## src/rtl/core/wafd_pkg.sv

```systemverilog
// ----------------------------------------------------------------------------
// wafd_pkg
// Shared types and constants for the weight average and flow detect block.
// ----------------------------------------------------------------------------
package wafd_pkg;

  localparam int unsigned W_W     = 32;  // sample width, Q24.8
  localparam int unsigned SUM_W   = 38;  // window sum, up to 64 samples
  localparam int unsigned CNT_W   = 7;   // fill count, 0..64
  localparam int unsigned RUN_W   = 8;   // consecutive rise count
  localparam int unsigned DIV_CW  = $clog2(SUM_W);
  localparam int unsigned CFG_IW  = 1;

  // register indexes
  localparam logic [CFG_IW-1:0] REG_RISE_THRESHOLD = 1'd0;
  localparam logic [CFG_IW-1:0] REG_RISES_NEEDED   = 1'd1;

  localparam logic [RUN_W-1:0] RUN_MAX = '1;

  localparam logic signed [W_W-1:0] SAT_MAX = {1'b0, {(W_W-1){1'b1}}};
  localparam logic signed [W_W-1:0] SAT_MIN = {1'b1, {(W_W-1){1'b0}}};

  // command codes
  localparam logic [1:0] CMD_SAMPLE   = 2'd0;
  localparam logic [1:0] CMD_FLOW_RST = 2'd1;
  localparam logic [1:0] CMD_FILT_RST = 2'd2;

  typedef enum logic [1:0] {
    ST_IDLE,
    ST_UPDATE,
    ST_DIV,
    ST_DONE
  } state_t;

  typedef struct packed {
    logic [1:0]            command;
    logic signed [W_W-1:0] weight;
  } in_req_t;

  typedef struct packed {
    logic signed [W_W-1:0] raw_weight;
    logic signed [W_W-1:0] average_weight;
    logic signed [W_W-1:0] rise;
    logic                  flow_detected;
    logic [CNT_W-1:0]      samples_held;
  } out_req_t;

  // controller strobes
  typedef struct packed {
    logic in_ready;
    logic mem_we;
    logic div_start;
    logic out_load;
  } ctl_t;

endpackage

```

## src/rtl/core/wafd_window_mem.sv

```systemverilog
// ----------------------------------------------------------------------------
// wafd_window_mem
// Sample ring storage: one write port, one read port, registered read data.
// ----------------------------------------------------------------------------
module wafd_window_mem #(
  parameter int unsigned DEPTH = 8,
  parameter int unsigned IDX_W = 3
) (
  input  logic                          clk,
  input  logic                          we,
  input  logic [IDX_W-1:0]              waddr,
  input  logic signed [wafd_pkg::W_W-1:0] wdata,
  input  logic [IDX_W-1:0]              raddr,
  output logic signed [wafd_pkg::W_W-1:0] rdata
);

  logic signed [wafd_pkg::W_W-1:0] mem [DEPTH];
  logic signed [wafd_pkg::W_W-1:0] rdata_r;

  always_ff @(posedge clk) begin
    if (we) begin
      mem[waddr] <= wdata;
    end
  end

  always_ff @(posedge clk) begin
    rdata_r <= mem[raddr];
  end

  assign rdata = rdata_r;

endmodule

```

## src/rtl/core/wafd_divider.sv

```systemverilog
// ----------------------------------------------------------------------------
// wafd_divider
// Signed sum by small unsigned count, restoring, one quotient bit per cycle.
// Truncates toward zero.
// ----------------------------------------------------------------------------
module wafd_divider (
  input  logic                              clk,
  input  logic                              rst_n,
  input  logic                              start,
  input  logic signed [wafd_pkg::SUM_W-1:0] dividend,
  input  logic [wafd_pkg::CNT_W-1:0]        divisor,
  output logic                              done,
  output logic signed [wafd_pkg::W_W-1:0]   quotient
);

  logic                              busy_r, busy_nxt;
  logic                              done_r, done_nxt;
  logic [wafd_pkg::DIV_CW-1:0]       cnt_r, cnt_nxt;
  logic                              neg_r, neg_nxt;
  logic [wafd_pkg::CNT_W-1:0]        div_r, div_nxt;
  logic [wafd_pkg::CNT_W-1:0]        rem_r, rem_nxt;
  logic [wafd_pkg::SUM_W-1:0]        quo_r, quo_nxt;
  logic [wafd_pkg::CNT_W:0]          trial;
  logic [wafd_pkg::CNT_W:0]          diff;
  logic [wafd_pkg::SUM_W-1:0]        q_signed;

  assign trial = {rem_r, quo_r[wafd_pkg::SUM_W-1]};
  assign diff  = trial - {1'b0, div_r};

  always_comb begin
    busy_nxt = busy_r;
    done_nxt = 1'b0;
    cnt_nxt  = cnt_r;
    neg_nxt  = neg_r;
    div_nxt  = div_r;
    rem_nxt  = rem_r;
    quo_nxt  = quo_r;
    if (start) begin
      busy_nxt = 1'b1;
      cnt_nxt  = wafd_pkg::DIV_CW'(wafd_pkg::SUM_W - 1);
      neg_nxt  = dividend[wafd_pkg::SUM_W-1];
      div_nxt  = divisor;
      rem_nxt  = '0;
      quo_nxt  = dividend[wafd_pkg::SUM_W-1] ? -dividend : dividend;
    end else if (busy_r) begin
      if (!diff[wafd_pkg::CNT_W]) begin
        rem_nxt = diff[wafd_pkg::CNT_W-1:0];
        quo_nxt = {quo_r[wafd_pkg::SUM_W-2:0], 1'b1};
      end else begin
        rem_nxt = trial[wafd_pkg::CNT_W-1:0];
        quo_nxt = {quo_r[wafd_pkg::SUM_W-2:0], 1'b0};
      end
      if (cnt_r == '0) begin
        busy_nxt = 1'b0;
        done_nxt = 1'b1;
      end else begin
        cnt_nxt = cnt_r - 1'b1;
      end
    end
  end

  always_ff @(posedge clk) begin
    if (!rst_n) begin
      busy_r <= 1'b0;
      done_r <= 1'b0;
      cnt_r  <= '0;
    end else begin
      busy_r <= busy_nxt;
      done_r <= done_nxt;
      cnt_r  <= cnt_nxt;
    end
  end

  always_ff @(posedge clk) begin
    neg_r <= neg_nxt;
    div_r <= div_nxt;
    rem_r <= rem_nxt;
    quo_r <= quo_nxt;
  end

  assign q_signed = neg_r ? -quo_r : quo_r;
  assign quotient = q_signed[wafd_pkg::W_W-1:0];
  assign done     = done_r;

endmodule

```

## src/rtl/core/weight_average_and_flow_detect_top.sv

```systemverilog
// ----------------------------------------------------------------------------
// weight_average_and_flow_detect_top
// Boxcar moving average of weight samples with a consecutive-rise detector.
// ----------------------------------------------------------------------------
// Each request carries a command and a signed Q24.8 weight. A sample command
// has its result in the output register after the update state, in which
// the ring read data arrives and sum, ring and rise run are updated, the
// bit-serial divider that forms the average, one step per bit of the sum,
// the divide state taking the quotient and the done state registering it.
// Flow reset, filter reset and the unused command code go straight to the
// done state and register their result there. One request is in work at a
// time; the next one can be taken as soon as the result sits in the output
// register, even if the consumer has not yet taken it. A result still waiting
// in the output register holds back the next one, and with it the input. The
// ring holds WINDOW_DEPTH samples in a small synchronous memory; while it
// fills, the average divides by the count held, afterwards by WINDOW_DEPTH,
// truncating toward zero.
// Configuration writes must come while the block is idle.
// ----------------------------------------------------------------------------
module weight_average_and_flow_detect_top #(
  parameter int unsigned WINDOW_DEPTH = 8
) (
  input  logic                                  clk,
  input  logic                                  rst_n,
  // input channel
  input  logic                                  in_valid,
  output logic                                  in_ready,
  input  wafd_pkg::in_req_t                     in_data,
  // result channel
  output logic                                  out_valid,
  input  logic                                  out_ready,
  output wafd_pkg::out_req_t                    out_data,
  // configuration
  input  logic                                  cfg_we,
  input  logic [wafd_pkg::CFG_IW-1:0]           cfg_index,
  input  logic [wafd_pkg::W_W-1:0]              cfg_wdata
);

  localparam int unsigned IDX_W = (WINDOW_DEPTH > 1) ? $clog2(WINDOW_DEPTH) : 1;
  localparam logic [wafd_pkg::CNT_W-1:0] DEPTH_CNT = wafd_pkg::CNT_W'(WINDOW_DEPTH);
  localparam logic [IDX_W-1:0] LAST_SLOT = IDX_W'(WINDOW_DEPTH - 1);

  // configuration registers
  logic signed [wafd_pkg::W_W-1:0]   thr_r;
  logic [wafd_pkg::RUN_W-1:0]        needed_r;

  // block state
  wafd_pkg::state_t                  state_r, state_nxt;
  wafd_pkg::ctl_t                    ctl;
  logic signed [wafd_pkg::SUM_W-1:0] sum_r, sum_nxt;
  logic [wafd_pkg::CNT_W-1:0]        fill_r, fill_nxt;
  logic [IDX_W-1:0]                  oldest_r, oldest_nxt;
  logic signed [wafd_pkg::W_W-1:0]   avg_r;
  logic signed [wafd_pkg::W_W-1:0]   prev_r;
  logic [wafd_pkg::RUN_W-1:0]        run_r, run_nxt;

  // per-request work registers
  logic signed [wafd_pkg::W_W-1:0]   w_r;
  logic signed [wafd_pkg::SUM_W-1:0] acc_r;     // sum + new sample
  logic signed [wafd_pkg::W_W:0]     d_r;       // exact 33 bit rise
  logic signed [wafd_pkg::W_W-1:0]   raw_r;
  logic signed [wafd_pkg::W_W-1:0]   rise_r;

  logic                              out_valid_r;
  wafd_pkg::out_req_t                out_data_r;

  logic                              accept;
  logic                              full;
  logic [IDX_W-1:0]                  waddr;
  logic signed [wafd_pkg::W_W-1:0]   old_sample;
  logic signed [wafd_pkg::W_W:0]     d_in;
  logic signed [wafd_pkg::W_W-1:0]   rise_sat;
  logic                              div_done;
  logic signed [wafd_pkg::W_W-1:0]   div_q;

  assign accept = in_valid && ctl.in_ready;
  assign full   = (fill_r == DEPTH_CNT);

  // ---------------------------------------------------------------- sequencer
  always_comb begin
    state_nxt = state_r;
    case (state_r)
      wafd_pkg::ST_IDLE: begin
        if (in_valid) begin
          state_nxt = (in_data.command == wafd_pkg::CMD_SAMPLE) ?
                      wafd_pkg::ST_UPDATE : wafd_pkg::ST_DONE;
        end
      end
      wafd_pkg::ST_UPDATE: state_nxt = wafd_pkg::ST_DIV;
      wafd_pkg::ST_DIV: begin
        if (div_done) begin
          state_nxt = wafd_pkg::ST_DONE;
        end
      end
      wafd_pkg::ST_DONE: begin
        if (!out_valid_r || out_ready) begin
          state_nxt = wafd_pkg::ST_IDLE;
        end
      end
      default: state_nxt = wafd_pkg::ST_IDLE;
    endcase
  end

  always_comb begin
    ctl = '0;
    case (state_r)
      wafd_pkg::ST_IDLE:   ctl.in_ready  = 1'b1;
      wafd_pkg::ST_UPDATE: begin
        ctl.mem_we    = 1'b1;
        ctl.div_start = 1'b1;
      end
      wafd_pkg::ST_DIV:    ctl = '0;
      wafd_pkg::ST_DONE:   ctl.out_load  = !out_valid_r || out_ready;
      default:             ctl = '0;
    endcase
  end

  // ---------------------------------------------------------------- ring
  // Old entry is read at accept from the oldest slot; it is only used once
  // the ring is full. Only one request is in work, so no forwarding needed.
  assign waddr = full ? oldest_r : fill_r[IDX_W-1:0];

  wafd_window_mem #(
    .DEPTH (WINDOW_DEPTH),
    .IDX_W (IDX_W)
  ) u_mem (
    .clk   (clk),
    .we    (ctl.mem_we),
    .waddr (waddr),
    .wdata (w_r),
    .raddr (oldest_r),
    .rdata (old_sample)
  );

  wafd_divider u_div (
    .clk      (clk),
    .rst_n    (rst_n),
    .start    (ctl.div_start),
    .dividend (sum_nxt),
    .divisor  (fill_nxt),
    .done     (div_done),
    .quotient (div_q)
  );

  // ---------------------------------------------------------------- datapath
  assign d_in = {in_data.weight[wafd_pkg::W_W-1], in_data.weight} -
                {prev_r[wafd_pkg::W_W-1], prev_r};

  always_comb begin
    if (d_in[wafd_pkg::W_W] != d_in[wafd_pkg::W_W-1]) begin
      rise_sat = d_in[wafd_pkg::W_W] ? wafd_pkg::SAT_MIN : wafd_pkg::SAT_MAX;
    end else begin
      rise_sat = d_in[wafd_pkg::W_W-1:0];
    end
  end

  // window and rise run update in the update state; filter reset clears the window, flow reset the run
  always_comb begin
    sum_nxt    = sum_r;
    fill_nxt   = fill_r;
    oldest_nxt = oldest_r;
    run_nxt    = run_r;
    if (state_r == wafd_pkg::ST_UPDATE) begin
      if (full) begin
        sum_nxt    = acc_r - wafd_pkg::SUM_W'(old_sample);
        oldest_nxt = (oldest_r == LAST_SLOT) ? '0 : oldest_r + 1'b1;
      end else begin
        sum_nxt  = acc_r;
        fill_nxt = fill_r + 1'b1;
      end
      if (d_r > $signed({thr_r[wafd_pkg::W_W-1], thr_r})) begin
        run_nxt = (run_r == wafd_pkg::RUN_MAX) ? run_r : run_r + 1'b1;
      end else begin
        run_nxt = '0;
      end
    end else if (accept) begin
      case (in_data.command)
        wafd_pkg::CMD_FLOW_RST: run_nxt = '0;
        wafd_pkg::CMD_FILT_RST: begin
          sum_nxt    = '0;
          fill_nxt   = '0;
          oldest_nxt = '0;
        end
        default: run_nxt = run_r;
      endcase
    end
  end

  always_ff @(posedge clk) begin
    if (!rst_n) begin
      state_r     <= wafd_pkg::ST_IDLE;
      thr_r       <= wafd_pkg::W_W'(256);
      needed_r    <= wafd_pkg::RUN_W'(3);
      sum_r       <= '0;
      fill_r      <= '0;
      oldest_r    <= '0;
      avg_r       <= '0;
      prev_r      <= '0;
      run_r       <= '0;
      out_valid_r <= 1'b0;
    end else begin
      state_r  <= state_nxt;
      sum_r    <= sum_nxt;
      fill_r   <= fill_nxt;
      oldest_r <= oldest_nxt;
      run_r    <= run_nxt;
      if (cfg_we) begin
        case (cfg_index)
          wafd_pkg::REG_RISE_THRESHOLD: thr_r    <= cfg_wdata;
          wafd_pkg::REG_RISES_NEEDED:   needed_r <= cfg_wdata[wafd_pkg::RUN_W-1:0];
          default: ;
        endcase
      end
      if (accept && (in_data.command == wafd_pkg::CMD_SAMPLE ||
                     in_data.command == wafd_pkg::CMD_FLOW_RST)) begin
        prev_r <= in_data.weight;
      end
      if (accept && in_data.command == wafd_pkg::CMD_FILT_RST) begin
        avg_r <= '0;
      end else if (state_r == wafd_pkg::ST_DIV && div_done) begin
        avg_r <= div_q;
      end
      if (ctl.out_load) begin
        out_valid_r <= 1'b1;
      end else if (out_ready) begin
        out_valid_r <= 1'b0;
      end
    end
  end

  // request capture; raw and rise are zero except where the command sets them
  always_ff @(posedge clk) begin
    if (accept) begin
      w_r    <= in_data.weight;
      acc_r  <= sum_r + wafd_pkg::SUM_W'(in_data.weight);
      d_r    <= d_in;
      raw_r  <= (in_data.command == wafd_pkg::CMD_SAMPLE ||
                 in_data.command == wafd_pkg::CMD_FLOW_RST) ? in_data.weight : '0;
      rise_r <= (in_data.command == wafd_pkg::CMD_SAMPLE) ? rise_sat : '0;
    end
    if (ctl.out_load) begin
      out_data_r.raw_weight     <= raw_r;
      out_data_r.average_weight <= avg_r;
      out_data_r.rise           <= rise_r;
      out_data_r.flow_detected  <= (run_r >= needed_r);
      out_data_r.samples_held   <= fill_r;
    end
  end

  assign in_ready  = ctl.in_ready;
  assign out_valid = out_valid_r;
  assign out_data  = out_data_r;

`ifndef ASSERT_OFF
  // ring never overfills and the oldest pointer stays inside it
  a_fill_range: assert property (@(posedge clk) disable iff (!rst_n)
    (fill_r <= DEPTH_CNT) && (oldest_r <= LAST_SLOT))
    else $error("fill count or oldest slot out of range");

  // ring only wraps once it is full
  a_wrap_full: assert property (@(posedge clk) disable iff (!rst_n)
    (oldest_r != '0) |-> full)
    else $error("oldest slot moved before ring was full");

  // divider finishes only while the sequencer waits for it
  a_div_owner: assert property (@(posedge clk) disable iff (!rst_n)
    div_done |-> (state_r == wafd_pkg::ST_DIV))
    else $error("divider done outside divide state");

  // a sample request always goes through the ring update next
  a_sample_path: assert property (@(posedge clk) disable iff (!rst_n)
    (accept && in_data.command == wafd_pkg::CMD_SAMPLE) |=>
      (state_r == wafd_pkg::ST_UPDATE))
    else $error("sample request skipped ring update");
`endif

endmodule
```

## config.mk

```make
export PLATFORM = sky130hd
export DESIGN_NAME = weight_average_and_flow_detect_top
export DESIGN_NICKNAME = d
export VERILOG_FILES = /design/src/rtl/core/wafd_pkg.sv /design/src/rtl/core/wafd_window_mem.sv /design/src/rtl/core/wafd_divider.sv /design/src/rtl/core/weight_average_and_flow_detect_top.sv
export SDC_FILE = /design/constraint.sdc
export NUM_CORES = 1
export LEC_CHECK = 0
export BUFFER_PORTS_ARGS = -buffer_cell sky130_fd_sc_hd__buf_2
export CAP_MARGIN = 0
export CORE_ASPECT_RATIO = 1.2
export CORE_MARGIN = 2
export CORE_UTILIZATION = 48
export CTS_CLUSTER_DIAMETER = 120
export DETAILED_ROUTE_END_ITERATION = 6
export HOLD_SLACK_MARGIN = 0.12
export PLACE_DENSITY = 0.61
export SLEW_MARGIN = 20
export SYNTH_ARGS = -nofsm -noshare
export SYNTH_HDL_FRONTEND = slang
export SYNTH_SLANG_ARGS = --single-unit
```

## constraint.sdc

```tcl
create_clock -name clk -period 12.8 [get_ports clk]
set_clock_uncertainty 0.05 [all_clocks]
set_input_delay 1.28 -clock clk [delete_from_list [all_inputs] [get_ports clk]]
set_output_delay 1.28 -clock clk [all_outputs]
set_load 0.01 [all_outputs]
```

# Word level (Yosys, flattened, before mapping)
# Memory sizes are Yosys's and may differ from the RTL's. A register that Yosys moved wholly into a read port is not among the register bits.
# Cells that the tools add are included.
totals:
  regBits: 495
  ram_bits: 256
  input_bits: 72
  output_inout_bits: 106
  word_cells: 131
  n_memories: 1
mem_list:
  columns: ["name", "words", "word_bits", "rd", "rd_clocked_by_memory_dff", "write_ports", "line", "text"]
  rows:
  - ["u_mem.mem", 8, 32, 1, 1, 1, "wafd_window_mem.sv:17", "logic signed [wafd_pkg::W_W-1:0] mem [DEPTH];"]
classes:
  addsub: 10
  n_lt_le_gt_ge: 2
  n_eq_ne: 15
  mux: 46
  bitwise: 4
  reduce_logical: 25
ops:
  columns: ["cell", "n"]
  rows:
  - ["38-bit 2-to-1 mux", 7]
  - ["32-bit 2-to-1 mux", 3]
  - ["8-bit 2-to-1 mux", 5]
  - ["38-bit by 32-bit adder with 38-bit output", 1]
  - ["38-bit negation", 1]
  - ["38-bit by 32-bit subtractor with 38-bit output", 1]
  - ["7-bit 2-to-1 mux", 5]
  - ["33-bit by 32-bit greater-than comparator with 1-bit output", 1]
  - ["32-bit by 32-bit subtractor with 33-bit output", 1]
  - ["32-bit negation", 1]
  - ["3-bit 2-to-1 mux", 6]
  - ["6-bit 2-to-1 mux", 3]
  - ["1-bit 2-to-1 mux", 11]
  - ["2-bit 2-to-1 mux", 5]
  - ["2-bit nonzero test", 5]
  - ["3-bit AND reduction", 3]
  - ["8-bit by 1-bit adder with 8-bit output (second input constant)", 1]
  - ["8-bit equality test (second input constant)", 1]
  - ["8-bit >= comparator", 1]
  - ["2-bit inequality test (second input constant)", 4]
  - ["2-bit case mux with 4 select lines", 1]
  - ["2-bit AND reduction", 4]
  - ["8-bit by 7-bit subtractor with 8-bit output", 1]
  - ["7-bit by 1-bit adder with 7-bit output (second input constant)", 1]
  - ["other kinds (17)", 29]

# Longest topological paths before layout
depth:
  word_depth: 8
  mapped_depth: 18
  ltp_nobuf: 14

# By module
# From an unflattened synthesis, not the netlist that was laid out.
unflattened:
  hier_cells: 3061
  hier_area_um2: 36880.4
modules_own_cells:
  columns: ["module", "n_inst", "cells_per_inst", "area_per_inst_um2", "seq_area_each_um2"]
  rows:
  - ["weight_average_and_flow_detect_top", 1, 2171, 22051.1, 11400.9]
  - ["wafd_window_mem", 1, 415, 10466.3, 8328.0]
  - ["wafd_divider", 1, 475, 4362.9, 1681.6]

# Worst setup path after synthesis
# Ideal clock, no wire load.
synth_path:
  path_kind: "input port to flip-flop"
  start: "input in_valid"
  end: "register run_r[7] (netlist name)"
  setup_ps: 118
  arrival_time_ps: 6600
  t_required_ps: 12632
  path_slack_ps: 6033
  cell_stages: 10
  n_path_buf: 1
  cell_sequence: "and2_1 > nor2b_1 > clkbuf_1 > nand2_1 > nand2_1 > o41a_1 > o31ai_1 > nor4_1 > xnor2_1 > nor2_1"
synth_between:
  elab_chain_cells: 3
synth_rtl:
  columns: ["element", "line", "text"]
  rows:
  - ["from (decl)", "weight_average_and_flow_detect_top.sv:26", "input logic in_valid,"]
  - ["1-bit logical AND", "weight_average_and_flow_detect_top.sv:76", "assign accept = in_valid && ctl.in_ready;"]
  - ["2-bit nonzero test (no line)", null, null]
  - ["3-bit AND reduction (no line)", null, null]
  - ["to (signal assigned)", "weight_average_and_flow_detect_top.sv:206", "run_r <= run_nxt;"]
  - ["to (decl)", "weight_average_and_flow_detect_top.sv:55", "logic [wafd_pkg::RUN_W-1:0] run_r, run_nxt;"]
# Every way passes these cells.
# A chain may end at the register's enable or synchronous reset.

# Worst setup path in the final report
layout_path:
  start: "register acc_r[7] (netlist name)"
  end: "register u_div.quo_r[36] (netlist name), data pin"
layout_between:
  elab_chain_cells: 6
layout_rtl:
  columns: ["element", "line", "text"]
  rows:
  - ["from (decl)", "weight_average_and_flow_detect_top.sv:59", "logic signed [wafd_pkg::SUM_W-1:0] acc_r;"]
  - ["from (signal assigned)", "weight_average_and_flow_detect_top.sv:235", "acc_r <= sum_r + wafd_pkg::SUM_W'(in_data.weight);"]
  - ["38-bit by 32-bit subtractor with 38-bit output", "weight_average_and_flow_detect_top.sv:165", "sum_nxt = acc_r - wafd_pkg::SUM_W'(old_sample);"]
  - ["38-bit 2-to-1 mux (*)", "weight_average_and_flow_detect_top.sv:164", "if (full) begin"]
  - ["38-bit 2-to-1 mux (*)", "weight_average_and_flow_detect_top.sv:163", "if (state_r == wafd_pkg::ST_UPDATE) begin"]
  - ["38-bit negation", "wafd_divider.sv:44", "quo_nxt = dividend[wafd_pkg::SUM_W-1] ? -dividend : dividend;"]
  - ["38-bit 2-to-1 mux (*)", "wafd_divider.sv:44", null]
  - ["38-bit 2-to-1 mux (*)", "wafd_divider.sv:38", "if (start) begin"]
  - ["via u_div.quo_nxt (one bit)", "wafd_divider.sv:22", "logic [wafd_pkg::SUM_W-1:0] quo_r, quo_nxt;"]
  - ["to (signal assigned)", "wafd_divider.sv:78", "quo_r <= quo_nxt;"]
  - ["to (decl)", "wafd_divider.sv:22", null]
# The timed path passes the listed nets; every way through them passes the cells marked *.

==> reports/results.txt <==
total number of clock tree sinks - 783
clock network latency to the later pin of the worst-skew pair - 0.66 ns
Initial Utilization - 48.38%
Avg Synthesized Cell Area - 11.93 um2
via count of the routed design - 25039
CP Buf/Inv Count - 1
leading cell type in the layout, fill and taps excluded - edfxtp_1
post-detailed-route DRC marker count - 0
global-route wire length before repair - 144700 um
unrepaired setup endpoints after global routing - no
final-report max-slew violation count - 0
Post-synth top flop - edfxtp_1
largest net degree at the start of global routing - 83
largest fanout of any net on the critical path - 8
EDFF count, synth - 573
total core area - 0.07611 mm2
clock buffer depth - 3
via count of the first global-routing pass - 24310
final hold slack - 0.3604 ns
critical-path cell with the highest stage delay - nor3_1
Design Power - 8.889 mW
top library cells by usage in the layout, fill and taps aside - 573 x edfxtp_1, 292 x nand2_1, 226 x a21oi_1
gate family responsible for the most delay along the worst path - simple AND/OR/NAND/NOR gates
number of nets in the synthesized netlist - 3330
Setup Crit Path Kind - reg -> reg
total count of hold-check failures in the final report - 0
Async S/R FF share, synth - 0%
fmax - 178.2 MHz
# placed instances - 4189
number of nets in the layout - 3500
number of storage elements in the synthesis netlist - 783
number of iterations in the first detailed-routing pass - 6
Total Routed Length - 96370 um
clock-pin slew on the worst setup and hold paths - 0.07 ns
Netlist Area Pre-Place - 0.03682 mm2
peak per-stage delay on the critical path - 0.90 ns
CTS root buf - clkbuf_16
Setup TNS - 0 ns
die area - 0.07895 mm2
cell-by-cell trace of the critical path - ha_1 -> a211oi_1 -> o21ai_0 -> nor3_1 -> nor4_1 -> nor4b_1 -> nor4_1 -> nor3_1 -> o2111ai_1 -> nor4_1 -> buf_4 -> a41o_1 -> o211ai_1
Syn. warnings - 0
DR WL/cell - 22.18 um
FP Rows - 111
share of final-layout standard cells stronger than drive strength 1 - 15.19%
crit path time final - 5.613 ns
global placement routability congestion - 0.9084
aggregate global routing overflow - 0
HP Class - reg -> reg
vertical die dimension - 307.4 um
Worst-Margin Slew - 1.118 ns
number of clock buffers inserted by TritonCTS - 81
Max transition margin - 25.44%
via density per instance - 5.763
static leakage - 15.21 nW
global-route usage over all layers - 24.03%
final cell count without fillers - 4345
count of buffers inserted at the top-level ports - 177
clock tree from TritonCTS - done
arrival time at the worst endpoint - 5.96 ns
antenna-violating nets left - 0
Area growth syn-to-layout - 12.96%
CP Launch Type - flip-flop
Finish-stage setup viols - 0
I/O pins - 178
sum of net half-perimeters after detailed placement - 66710 um
antenna violations before repair - 0
Max-Cap Viols - 0
critical path's most frequent cell - nor4_1
number of instances resized during post-cts repair - 0
status - finished clean
Post CTS Setup Buffer Count - 0
finished layout cell area - 0.04159 mm2
placed inst area - 0.03881 mm2
horizontal die dimension - 256.8 um
violation count after the first detailed-routing iteration - 2147
CTS Hold Buffers Added - 0
number of unique standard cell types used by synthesis - 89
htree depth - 3
critical path capture point type - flip-flop
required time at the worst-slack endpoint - 13.14 ns
register area share after synthesis - 58.15%
Mapped Cells - 3087
worst IR drop on VDD - 0.1515 mV
pwr dens - 213.7 mW/mm2
final worst-path cycle share - 43.85%
## sequential cells by signal, indices dropped and copies added (netlist names), 7 cells and up
signal and count:
thr_r 32, u_div.div_r 7, acc_r 38, out_data 104, u_div.quo_r 38, sum_r 38, w_r 32, avg_r 32
rise_r 32, u_mem.rdata 32, run_r 8, raw_r 32, u_mem.mem 256, fill_r 7, u_div.rem_r 7, d_r 33
needed_r 8, prev_r 32
## cells by family (layout without fill, tap and decap cells)
| group | Yosys count | in the layout | synth area share, % |
|---|---|---|---|
| compound gates | 713 | 713 | 12.57 |
| simple gates | 845 | 845 | 11.01 |
| other cells | 0 | 4 | 0 |
| flops | 783 | 783 | 58.15 |
| xor+xnor | 145 | 145 | 3.449 |
| fa+ha+maj | 171 | 171 | 5.893 |
| buf+inv | 303 | 540 | 3.137 |
| mux | 127 | 127 | 5.797 |
## worst paths after layout
check                  from               to  slack (ns)  depth (start not counted)
setup / recovery   acc_r[7]  u_div.quo_r[36]        7.19                         13
setup reg to reg   acc_r[7]  u_div.quo_r[36]        7.19                         13
hold reg to reg   rise_r[2]     out_data[10]        0.36                          0
hold / removal    rise_r[2]     out_data[10]        0.36                          0
## cells in the mapped netlist (6+ instances only)
cell type	number	area, um2
o211ai_1	17	127.6
nand3_1	61	305.3
nor4_1	18	112.6
o21bai_1	16	120.1
buf_1	17	63.81
a21o_1	67	503.0
nand2b_1	27	168.9
and3_1	16	100.1
a32oi_1	6	52.55
nor3_1	58	290.3
clkbuf_1	105	394.1
a222oi_1	7	70.07
a31o_2	8	70.07
xnor2_1	80	700.7
nor2b_1	58	362.9
mux2i_1	13	130.1
or2_2	6	37.54
mux4_2	64	1441
ha_1	167	2090
a31oi_1	16	100.1
a211oi_1	49	367.9
mux2_2	50	563.0
xor2_1	65	569.3
dfxtp_1	210	4204
inv_1	172	645.6
and2_1	38	237.7
nand4_1	28	175.2
o2111ai_1	7	61.31
nor2_1	186	698.2
or3_1	15	93.84
nand2_1	293	1100
a22oi_1	23	172.7
a21oi_1	227	1136
o21ai_0	129	645.6
or4_1	12	90.09
o21a_1	35	262.8
o41ai_1	7	61.31
o31ai_1	25	187.7
edfxtp_1	573	17210
## metal layers
metal  vias up  GRT usage, %  share of wire (%)
met5         -             0                  0
met4         0         8.153                2.7
met3       136         2.930                5.7
met2       746         39.26                 47
met1     12342         33.39                 44
li1      11815             -                  -
## through the flow
step	setup slack (ns)	utilization, %
final	7.187	54.65
after global routing	6.851	54.63
after CTS	7.271	54.56
after detailed placement	6.745	51.00
after global placement	6.841	51.00
after floorplan	6.033	-
## power breakdown
part	switching, mW	leakage [nW]	internal (mW)	total (mW)
combinational	1.76	6.87	1.06	2.82
clock	1.02	1.32	1.39	2.41
sequential	0.315	7.02	3.35	3.66
total	3.09	15.2	5.80	8.89
## final cells by class
cell class,instances,area (um2)
Inverter,174,654.4
Clock buffer,106,2185
Fill cell,6553,34520
Tap cell,1017,1272
Antenna cell,4,10.01
Multi-Input combinational cell,2001,14310
Sequential cell,783,21420
Clock inverter,44,530.5
Timing Repair Buffer,216,1211
Note: power is estimated with default switching activity, not from simulation.
